[src/design/aabs_pkg.sv]
// ----------------------------------------------------------------------------
// aabs_pkg: shared types for the bounding box and sphere block
// Command and status groups that join the controller and the datapath.
// ----------------------------------------------------------------------------
package aabs_pkg;

  typedef struct packed {
    logic take;
    logic center;
    logic scan;
    logic root_start;
    logic root_step;
    logic out_load;
  } aabs_cmd_t;

  typedef struct packed {
    logic in_valid;
    logic in_final;
    logic scan_last;
    logic pipe_busy;
    logic root_last;
    logic out_busy;
  } aabs_stat_t;

endpackage

[src/design/aabs_ctrl.sv]
// ----------------------------------------------------------------------------
// aabs_ctrl: sequencer for load, scan, square root and result hand-off
// One-hot state machine driving the datapath through command signals.
// ----------------------------------------------------------------------------
module aabs_ctrl import aabs_pkg::*; (
  input  logic       clk,
  input  logic       rst_n,
  input  aabs_stat_t st,
  output aabs_cmd_t  cmd
);

  typedef enum logic [5:0] {
    S_LOAD   = 6'b000001,
    S_CENTER = 6'b000010,
    S_SCAN   = 6'b000100,
    S_DRAIN  = 6'b001000,
    S_ROOT   = 6'b010000,
    S_OUT    = 6'b100000
  } state_t;

  state_t state_r, state_nxt;

  always_comb begin
    cmd       = '0;
    state_nxt = state_r;
    unique case (state_r)
      S_LOAD: begin
        cmd.take = 1'b1;
        if (st.in_valid && st.in_final) state_nxt = S_CENTER;
      end
      S_CENTER: begin
        cmd.center = 1'b1;
        state_nxt  = S_SCAN;
      end
      S_SCAN: begin
        cmd.scan = 1'b1;
        if (st.scan_last) state_nxt = S_DRAIN;
      end
      S_DRAIN: begin
        if (!st.pipe_busy) begin
          cmd.root_start = 1'b1;
          state_nxt      = S_ROOT;
        end
      end
      S_ROOT: begin
        cmd.root_step = 1'b1;
        if (st.root_last) state_nxt = S_OUT;
      end
      S_OUT: begin
        if (!st.out_busy) begin
          cmd.out_load = 1'b1;
          state_nxt    = S_LOAD;
        end
      end
      default: state_nxt = S_LOAD;
    endcase
  end

  always_ff @(posedge clk) begin
    if (!rst_n) begin
      state_r <= S_LOAD;
    end else begin
      state_r <= state_nxt;
    end
  end

endmodule

[config.mk]
export PLATFORM = sky130hd
export DESIGN_NAME = aabs_ctrl
export DESIGN_NICKNAME = d
export VERILOG_FILES = /design/src/design/aabs_pkg.sv /design/src/design/aabs_ctrl.sv
export SDC_FILE = /design/constraint.sdc
export NUM_CORES = 1
export LEC_CHECK = 0
export BUFFER_PORTS_ARGS = -buffer_cell sky130_fd_sc_hd__buf_2
export CORE_MARGIN = 2
export CORE_UTILIZATION = 27
export DETAILED_ROUTE_END_ITERATION = 6
export SYNTH_ARGS = -nofsm -noshare
export SYNTH_HDL_FRONTEND = slang
export SYNTH_SLANG_ARGS = --single-unit
[constraint.sdc]
create_clock -name clk -period 1.5 [get_ports clk]
set_clock_uncertainty 0.05 [all_clocks]
set_input_delay 0.3 -clock clk [delete_from_list [all_inputs] [get_ports clk]]
set_output_delay 0.3 -clock clk [all_outputs]
set_load 0.02 [all_outputs]
==> results.md, run 1 <==
Synth:
- The async set-or-reset flop fraction in the synthesized netlist is 0%.
- The number of warnings printed during yosys synthesis is 0.
- The number of enable flip-flop cells after synthesis is 0.
- The count of distinct cell types in the synthesized netlist is 30.
- The post-synthesis cell count is 49.
- The post-synthesis sequential element count is 6.
- The synthesized design devotes to its leading area cell type roughly 28% of total area.
- A synthesized cell averages between 8 and 9 µm².
- Sequential elements use between 20% and 30% of the synthesized area.
- By area the synthesized netlist is led by dfxtp_1 28%, nor4_4 9.8%, nand2_1 4.3%.
- The commonest cells after synthesis are 6 x dfxtp_1, 5 x nand2_1, 3 x inv_1, 3 x nor2_1, 3 x nor3_1.
- The post-synthesis net count is 57.
- For this run, the leading register cell type out of synthesis is dfxtp_1.
- The synthesized cell area is between 400 and 500 µm².
- The library cell occupying the most area in the post-synthesis netlist is dfxtp_1.
- In the post-synthesis netlist, the cell with the most instances is dfxtp_1.

Setup path:
- At the worst endpoint, the arrival time is ~1.3 ns.
- The maximum fanout along the worst path is 3.
- For this design, the slowest cell found on the critical path is dfxtp_4.
- The critical path buffer and inverter count is 3.
- The worst setup path is launched from a flop.
- The type of the worst setup path is reg2out.
- For this run, the slowest stage of the critical path takes roughly 0.35 ns.
- The critical path goes through nor4_4 -> buf_4 -> nand3b_4 -> inv_2 -> buf_6.
- The largest delay contributor family on the critical path is simple AND/OR/NAND/NOR gates.
- The worst setup path is captured at an output pin.
- At the worst endpoint, the required time is 1.15 ns.

Detailed routing:
- Detailed routing inserted a total of a little over 500 vias.
- The count of nets left with antenna violations once routing finished came out at 0.
- Dividing the detail-routed via count by the number of cells gives 5.09.
- The wire length reported by the detailed router is roughly 1.3 mm.
- The number of iterations in the first detailed-routing pass is 4.
- The average wire per cell in the routed design is 13.1 µm.
- After the first detailed-routing iteration, the DRC count stood at 7.
- In the routed design, unresolved DRC markers number 0.

Global route:
- The number of antenna violations at the first check in global routing is 0.
- The pin count of the biggest net entering global routing is 8.
- The first-pass GRT wire length is between 2 and 2.5 mm.
- The global-route layer with the greatest usage is met2.
- In the global route stage, met2 resource usage came out at between 20% and 30%.
- Global routing used around 15% of the available tracks.
- The aggregate global routing overflow is 0.
- The global routing usage on met3 is 3.27%.
- For met1 alone, demand over resource in global routing was 16.8%.
- The via count of the first global-routing pass is approximately 510.

STA:
- The setup-violating endpoint count in the final report is 7.
- The final critical-path share of the clock period is 111%.
- The actual slew at the worst max-slew pin is 0.346 ns.
- The final hold violation count is 0.
- The tightest hold path in the finished design has a slack of 0.259 ns.
- Based on the critical path, the design can be clocked at up to 599 MHz.
- Setup repair after global routing could not meet its margin everywhere.
- For the finished layout, the period the worst path requires is ~1.7 ns.
- In this run the tightest slew margin relative to its limit is 76.9%.
- The final worst-path setup slack is -0.170 ns.
- The max-slew violation count came to 0.

Layout:
- The share of post-route cells with drive strength above 1 is between 60% and 70%.
- The number of antenna diodes is 0.
- The register with the most flip-flops in the layout has 6 of them.
- Fill cells in the final layout number about 130.
- The register ranked first by flip-flop count is state_r.
- For this run, the post-layout net count is 95.
- The post-route cell area is about 800 µm².
- The largest registers in the layout are state_r x6.
- Relative to the synthesized area, the layout overhead comes to 85.5%.

Place:
- The half-perimeter wire length after detailed placement is about 760 µm.
- The post-placement worst setup slack is ~0.026 ns.
- In this run the cell area measured after placement is around 560 µm².
- The routability congestion estimate is 0.741.
- The count of buffers added on input and output ports is 13.

Pwr:
- Summing internal, switching and leakage power gives 726 µW.
- Power spread over the standard cell area amounts to approximately 900 mW/mm².
- The analysis attributes to cell leakage a power of roughly 0.00041 µW.
- The peak supply drop is around 0.4 mV.

Clocking:
- The total clock sinks is 6.
- The maximum clock insertion buffer count is 2.
- At the later pin of the worst-skew pair, clock insertion delay measures roughly 0.26 ns.
- In this run the clock root is driven by a clkbuf_4.
- Counting the buffers created by CTS gives 3.
- Buffers inserted to repair hold after CTS numbered 0.
- In this run the number of H-tree levels came out at 1.
- After clock tree synthesis, the clock-pin slew on the worst setup and hold paths is approximately 0.06 ns.
- TritonCTS built the clock tree.

Floorplan:
- The full die area is 0.00194 mm².
- The initial cell density of the core is ~29%.
- 14 I/O pins were placed.
- In this run the standard cell core region covers roughly 0.0015 mm².
- The initialized floorplan defines 14 standard-cell rows.
- The die is ~44 µm wide.
- Measured along the y axis, the die boundary spans ~44 µm.

Outcome:
- The flow ran to the end, but the final reports show violations.
- The final reports fail on setup timing.

Job:
- The tool flagged a number of max-cap violations equal to 0.

Hold path:
- The tightest min-delay check is of the in2reg type.
final timing paths:
| kind | startpoint | endpoint | slack (ns) | cells past startpoint |
|---|---|---|---|---|
| setup / recovery | state_r[0] | cmd[1] | -0.17 | 5 |
| hold / removal | rst_n | state_r[4] | 0.26 | 2 |
| setup reg to reg | state_r[0] | state_r[0] | -0.01 | 6 |
| hold reg to reg | state_r[5] | state_r[0] | 0.59 | 2 |
cell families after synthesis:
family                 Yosys count  synth area share (%)
AO/OA/AOI/OAI                   11                  20.5
XOR/XNOR                         1                  2.02
buffers and inverters            5                  6.36
flip-flops                       6                  27.7
AND/OR/NAND/NOR                 26                  43.4
cell usage in the layout, fill, tap and decap left out:
cell,Yosys,final
a21boi_2,1,1
nor2_1,3,3
o21ai_0,1,1
o211ai_4,0,1
o31ai_2,1,1
nand3b_4,0,1
nor4_4,2,3
nor3b_1,2,2
dfxtp_2,0,1
nor2b_2,0,1
and2b_1,1,1
a22oi_1,1,1
nand3_1,1,1
nor3_1,3,3
nor2b_1,2,1
o21ai_2,0,1
clkbuf_4,0,3
dfxtp_4,0,5
inv_2,0,1
nand2_1,5,4
nand4b_1,1,1
a21boi_1,0,1
o21a_1,2,2
a21oi_1,1,1
a211oi_2,0,1
and4bb_2,1,1
and3b_2,0,1
buf_4,0,21
buf_6,1,7
xor2_1,1,1
buf_2,1,7
nand2_4,0,1
and3_1,1,1
and2_0,1,1
inv_1,3,2
area by class of cell:
type,count,area (µm²),share of cell area (%)
well taps,16,20.0,2.49
inverters,3,11.3,1.40
repair buffers,35,272,33.8
clock buffers,3,22.5,2.80
multi-input cells,38,338,42.1
flip-flops and latches,6,140,17.4
where the power goes:
part	total [µW]	internal, µW	switching [µW]
registers	205	176	28.9
clock network	159	91.1	67.4
logic	362	214	148
per-layer routing:
metal  share of wire (%)  vias to the layer above  routed length [µm]
li1                    -                      252                   -
met2                  54                       19                 711
met5                   0                        -                   0
met1                  38                      239                 506
met3                 4.9                        4                  65
met4                 2.8                        0                  37
metrics by stage:
stage	std cells	setup TNS (ns)	utilization [%]
final	101	-0.685	53.3
after floorplan	49	0	-
after CTS	99	-1.00	50.1
after global placement	84	0	37.3
after global routing	101	-1.19	53.3
after detailed placement	84	0	37.3
timing repair:
action | 4_1_cts | 5_1_grt
setup buffers | 12 | 7
setup endpoints to repair | 6 | 10
gates resized for setup | 28 | 8
pin swaps | 7 | 9
(Power assumes the default switching activity.)
==> run 2, diff against run 1 <==
==> constraint.sdc (replaced) <==
create_clock -name clk -period 2 [get_ports clk]
set_clock_uncertainty 0.05 [all_clocks]
set_input_delay 0.4 -clock clk [delete_from_list [all_inputs] [get_ports clk]]
set_output_delay 0.4 -clock clk [all_outputs]
set_load 0.02 [all_outputs]
==> run 2 against run 1 <==
  * The flow now finishes without violations
  * Critical path depth fell by 2
  * Die area unchanged
  * First-iteration DRC count is the same
  * Cell count decreased by 20%
  * Critical path type unchanged
  * Largest cell class unchanged
  * Largest power group is now registers
  * Highest routed layer unchanged
==> results.md, run 2 (synthesis gave the netlist of run 1 again) <==
Pwr:
- Summed over all cells, the static leakage comes to 0.000254 µW.
- The power density over cell area is 785 mW/mm².
- Across the VDD grid, the largest voltage drop is 0.295 mV.

Layout:
- The area growth from synthesis to layout is 24.6%.
- The register with the most flip-flops in the final layout is state_r.
- The share of post-route cells with drive strength above 1 is about two fifths.
- The largest registers in the layout are state_r x6.
- In the final layout, the multi-input gates occupy about 290 µm².
- The count of non-filler cells in the finished layout is 81.
- The register with the most flip-flops in the layout has 6 of them.
- At the end of the flow, the number of nets in the layout was between 70 and 80.
- 0 antenna diodes ended up in the layout.
- In the final layout, flip-flops and latches occupy approximately 120 µm².
- The library cells used most frequently in the layout, excluding fill and tap cells, are 13 x buf_2, 6 x dfxtp_1, 5 x nand2_1.
- The fill cell total of the finished layout is roughly 170.
- The most common cell after layout, fill and taps aside is buf_2.
- The post-route cell area is ~540 µm².

Detailed routing:
- The number of nets still failing antenna checks after routing is 0.
- After detailed routing, the number of remaining DRC violations is 0.
- The final layout contains routed wiring with a total length of 1.05 mm.
- The number of vias per cell after detailed routing is roughly 5.3.
- The average wire per cell in the routed design is about 13 µm.
- The first detailed-routing pass ran for 4 iterations.
- The detailed router's first-iteration violation count is 7.
- The count of vias placed by the detailed router is around 430.

Global route:
- The first global-routing pass estimated approximately 1.7 mm of wire.
- The number of antenna violations at the first check in global routing is 0.
- Global routing consumed, over all layers together, between 10 and 15% of the routing resources.
- Summed over all layers, the global routing overflow is 0.
- Entering global routing, the biggest net connects 9 pins.
- The via count of the first global-routing pass is about 380.

Place:
- The placed instances occupy a cell area of approximately 500 µm².
- The count of buffers added on input and output ports is 13.
- The routability congestion estimate is just under 0.8.
- The half-perimeter wire length after detailed placement is 757 µm.
- OpenSTA, run right after detailed placement, puts the worst setup slack at around 0.36 ns.
- The number of placed instances, taps included, is 76.

Setup path:
- The origin of the worst setup path is state_r[4].
- STA classifies the critical path endpoint as an output pin.
- The critical path in this run is classified as reg2out.
- In this run the worst path has a maximum fanout of 8.
- Across all register-to-register paths, the minimum setup slack is approximately 0.57 ns.
- The required time at the worst-slack endpoint is approximately 1.6 ns.
- In this run the critical register-to-register path is captured at state_r[0].
- For the worst flop-to-flop path, the logic depth is 5.
- The critical path arrival is around 1.5 ns.
- STA classifies the critical path startpoint as a flop.
- In this run the critical register-to-register path is launched from state_r[4].
- In this run the worst setup path terminates at cmd[3].

Clocking:
- In this run, post-CTS repair resized a total of 0 instances.
- In this run the number of H-tree levels came out at 1.
- The clock root buffer master is clkbuf_4.
- The clock latency reported for the late side of the worst-skew pair is around 0.24 ns.
- Counting the buffers created by CTS gives 3.
- The total clock sinks is 6.
- The number of setup buffers added after CTS is 0.
- No sink is reached through more buffers than the 2 on the longest clock path.
- TritonCTS built the clock tree.
- The count of hold buffers inserted by post-cts repair is 0.
- After clock tree synthesis, the clock-pin slew on the worst setup and hold paths is roughly 0.04 ns.

STA:
- Measured against its own limit, the worst slew margin works out to around 77%.
- The final worst-path setup slack is slightly below 0.08 ns.
- The final hold violation count is 0.
- The actual slew at the worst max-slew pin is around 0.34 ns.
- Setup repair after global routing left no endpoint under its margin.
- The maximum achievable frequency is approximately 520 MHz.
- Summed over all failing endpoints, the final setup total negative slack is 0 ns.
- The worst path needs 1.92 ns of the cycle, external delays included.
- The final critical-path share of the clock period is 96.1%.
- The max-slew violation count came to 0.
- Setup violations remaining at the end of the flow were counted as 0.

Floorplan:
- The floorplan step set the die width to approximately 44 µm.
- The die is between 40 and 50 µm tall.
- The initial utilization of the core area, before any placement, comes to between 20 and 30%.
- In this run the count of I/O pins placed on the die edge is 14.
- The die covers between 0.0015 and 0.002 mm².
- The core region is between 0.0015 and 0.002 mm².
- In this run the core area contains 14 standard-cell rows.

Outcome:
- The run finished with clean final reports.

Hold path:
- The path class of the tightest hold or removal check is in2reg.

Job:
- The tool flagged a number of max-cap violations equal to 0.
## run 2: changes by cell type in the layout (fill, tap and decap cells not counted), moves of 5 or more
cell / before / now
buf_6: 7 / 0
dfxtp_4: 5 / 0
buf_2: 7 / 13
buf_4: 21 / 2
dfxtp_1: 0 / 6
## run 2: final cells by class
| type | instances | share of cell area (%) |
|---|---|---|
| Sequential cell | 6 | 22.3 |
| Multi-Input combinational cell | 38 | 52.9 |
| Clock buffer | 3 | 4.18 |
| Timing Repair Buffer | 15 | 14.8 |
| Inverter | 3 | 2.09 |
| Tap cell | 16 | 3.71 |
## run 2: critical path, cell delays in order (launching register included)
cell	delay, ns
dfxtp_1	0.39
nor4_4	0.42
and3b_1	0.24
buf_2	0.17
## run 2: report_power, final
group	switching [µW]	total (µW)	leakage, µW	internal, µW
Clock	44.6	112	0.0000138	67.9
Combinational	75.5	148	0.000191	72.9
Sequential	30.3	163	0.0000488	132
Total	150	424	0.000254	273
## run 2: layer usage
metal | share of wire [%] | GRT usage, % | up-vias
li1 | - | - | 213
met2 | 45 | 16.8 | 14
met5 | 0 | 0 | -
met1 | 50 | 16.8 | 200
met3 | 3.7 | 3.67 | 2
met4 | 1.3 | 9.09 | 0
## run 2: how the worst min path moves through the flow
| stage | start | endpoint | slack (ns) | cells after the start |
|---|---|---|---|---|
| 6_report | st[3] | state_r[3] | 0.38 | 3 |
| 5_1_grt | rst_n | state_r[4] | 0.39 | 2 |
| 4_1_cts | st[3] | state_r[3] | 0.38 | 3 |
| 3_5_place_dp | state_r[5] | state_r[0] | 0.59 | 2 |
| 3_3_place_gp | state_r[5] | state_r[0] | 0.59 | 2 |
| 2_1_floorplan | rst_n | state_r[4] | 0.47 | 1 |
## run 2: stage by stage
step | hold slack, ns | power (µW) | utilization, %
4_1_cts | 0.377 | 413 | 34.8
6_report | 0.379 | 424 | 35.8
5_1_grt | 0.395 | 451 | 35.8
3_5_place_dp | 0.593 | 301 | 33.3
3_3_place_gp | 0.595 | 300 | 33.3
2_1_floorplan | 0.467 | 266 | -
==> run 3, diff against run 2 <==
--- a/config.mk
+++ b/config.mk
@@ -6,7 +6,6 @@
 export NUM_CORES = 1
 export LEC_CHECK = 0
 export BUFFER_PORTS_ARGS = -buffer_cell sky130_fd_sc_hd__buf_2
-export CORE_MARGIN = 2
 export CORE_UTILIZATION = 27
 export DETAILED_ROUTE_END_ITERATION = 6
 export SYNTH_ARGS = -nofsm -noshare
==> run 3 against run 2 <==
  * Register-to-register slack gained 0.02 ns
  * Setup slack gained 0.017 ns
  * Clock-buffer cell count is the same
  * Sequential power is essentially flat
  * Via count shrank 8.2%
==> results.md, run 3 (synthesis gave the netlist of run 1 again) <==
Place:
- The half-perimeter wire length after detailed placement is 713 µm.
- The routability congestion estimate is between 0.7 and 0.8.
- Input and output buffers added on the ports amount to 13.
- Timing analysis after detailed placement gives a worst setup slack of between 0.3 and 0.4 ns.

Detailed routing:
- For this run, the detailed router's first-pass iteration total came to 4.
- The detailed router finished its first iteration with 11 violations.
- The number of remaining DRC errors is 0.
- The average wire per cell in the routed design is roughly 12 µm.
- The number of vias per cell after detailed routing is around 5.0.
- The final route contains between 300 and 400 vias.
- The count of nets left with antenna violations once routing finished came out at 0.
- The wire length reported by the detailed router is 972 µm.

Global route:
- The global-route usage over all layers is 12.4%.
- The via count of the first global-routing pass came to 360.
- The number of antenna violations at the first check in global routing came to 0.
- Entering global routing, the biggest net connects 9 pins.
- The first-pass GRT wire length is ~1.6 mm.
- After global routing the overflow that remains totals 0.

STA:
- For this run, the top clock speed supported by timing is about 520 MHz.
- The max-slew violation count came to 0.
- The post-route minimum period is around 1.9 ns.
- At the pin with the least slew margin, the transition time is about 0.37 ns.
- Setup repair after global routing left no endpoint under its margin.
- The final hold violation count was 0.
- The final critical-path share of the clock period is about 95%.
- The worst-case headroom to the max-slew limit is around 75%.
- The tightest hold path in the finished design has a slack of between 0.3 and 0.4 ns.
- The total negative setup slack is 0 ns.
- The setup-violating endpoint count in the final report is 0.
- The final worst-path setup slack is approximately 0.095 ns.

Setup path:
- The largest stage delay on the critical path is ~0.4 ns.
- The highest-delay cell along the critical path is nor4_4.
- Data arrives at the worst endpoint at roughly 1.5 ns.
- Of all nets on the critical path, the largest fanout is 6.
- The critical path in this run is classified as reg2out.
- The startpoint kind of the worst setup timing path is a flop.
- The required time at the worst-slack endpoint is around 1.6 ns.
- Counting both buffers and inverters, the worst setup path holds a total of 1.
- Broken down by cell family, the worst path's largest delay share belongs to simple AND/OR/NAND/NOR gates.
- Traced cell by cell, the critical path runs through nor4_4 -> and3b_1 -> buf_2.
- STA classifies the critical path endpoint as an output pin.

Clocking:
- The total clock buffers created by CTS is 3.
- Clock-pin slew was measured on the worst setup and hold paths at roughly 0.050 ns.
- Buffers inserted to repair hold after CTS numbered 0.
- The maximum clock insertion buffer count is 2.
- The H-tree depth is 1.
- The clock net in this run drives a total of 6 sinks.
- The clock root buffer master is clkbuf_4.
- The CTS tree is done.
- The clock latency reported for the late side of the worst-skew pair is ~0.25 ns.
- The post-CTS setup-driven buffer insertion count is 0.

Layout:
- The number of antenna diodes is 0.
- The final design utilization is a little over a third.
- The register cell area after layout is 121 µm².
- The share of post-route cells with drive strength above 1 is 39.7%.
- The number of flip-flops in the largest register is 6.
- The number of nets in the finished design is 73.
- The multi-input combinational cells in the finished layout cover a total of approximately 290 µm².
- In the final layout, the registers with the most flip-flops are state_r x6.
- The filler cells instantiated in the layout total about 170.
- The most common cell after layout, fill and taps aside is buf_2.
- In the layout the commonest cells are 13 x buf_2, 5 x nand2_1, 5 x dfxtp_1.
- Counting flops per register, the top entry is state_r.
- Relative to the synthesized area, the layout overhead comes to 22.8%.

Floorplan:
- The core region is 0.00151 mm².
- The die boundary width is between 40 and 50 µm.
- For this design the top-level I/O count stands at 14.
- The initial cell density of the core is between 20% and 30%.
- The full die area is between 0.0015 and 0.002 mm².
- In this run the core area contains 14 standard-cell rows.
- Measured along the y axis, the die boundary spans 42.0 µm.

Hold path:
- The path category of the worst min-delay check is in2reg.

Pwr:
- Power spread over the standard cell area amounts to ~770 mW/mm².
- The peak supply drop is 0.281 mV.
- Summed over all cells, the static leakage comes to between 0.0002 and 0.00025 µW.

Job:
- The count of max-cap constraint violations is 0.

Outcome:
- The run finished with clean final reports.
==> run 3: cell types whose count changed in the layout (fill, tap and decap cells not counted), sizes merged <==
cell  delta
buf      -2
==> run 3: layout make-up <==
| cell class | instances | share of cell area, % |
|---|---|---|
| timing repair buffer | 13 | 12.2 |
| sequential | 6 | 22.8 |
| inverter | 3 | 2.12 |
| multi-input combinational | 38 | 54.8 |
| clock buffer | 3 | 4.24 |
| tap | 16 | 3.76 |
==> run 3: through the flow <==
stage                     power, µW  std cells  area, µm²
after floorplan                 266         49        433
after global placement          299         76        502
after detailed placement        301         76        502
after global routing            442         79        532
after CTS                       417         79        524
final                           409         79        532
==> run 3: tightest hold or removal path, cell delays in order <==
cell	delay, ns
buf_2	0.10
nand2_1	0.06
a21boi_2	0.05
==> run 3: repair_timing <==
item / in CTS / in global routing
endpoints found under the hold margin: 0 / 0
resized for setup: 0 / 2
setup endpoints to repair: 0 / 2
==> run 3: layer usage <==
metal / GRT usage [%] / up-vias / part of all wire (%) / routed length, µm
li1: - / 207 / - / -
met1: 17.1 / 178 / 50 / 485
met2: 16.6 / 9 / 47 / 457
met3: 2.59 / 0 / 3.0 / 29
met4: 9.38 / 0 / 0 / 0
met5: 0 / - / 0 / 0
==> run 3: path summary, 6_finish.rpt <==
check / startpoint / endpoint / slack [ns] / cells past startpoint
setup / recovery: state_r[1] / cmd[3] / 0.1 / 3
setup reg to reg: state_r[0] / state_r[0] / 0.59 / 4
hold reg to reg: state_r[4] / state_r[5] / 0.58 / 2
hold / removal: st[3] / state_r[3] / 0.37 / 3
==> run 3: power by group <==
part	internal, µW	total (µW)	switching, µW	leakage, µW
Combinational	61.0	132	70.8	0.000182
Sequential	132	164	31.7	0.0000493
Clock	68.0	113	45.2	0.0000138
Total	261	409	148	0.000245
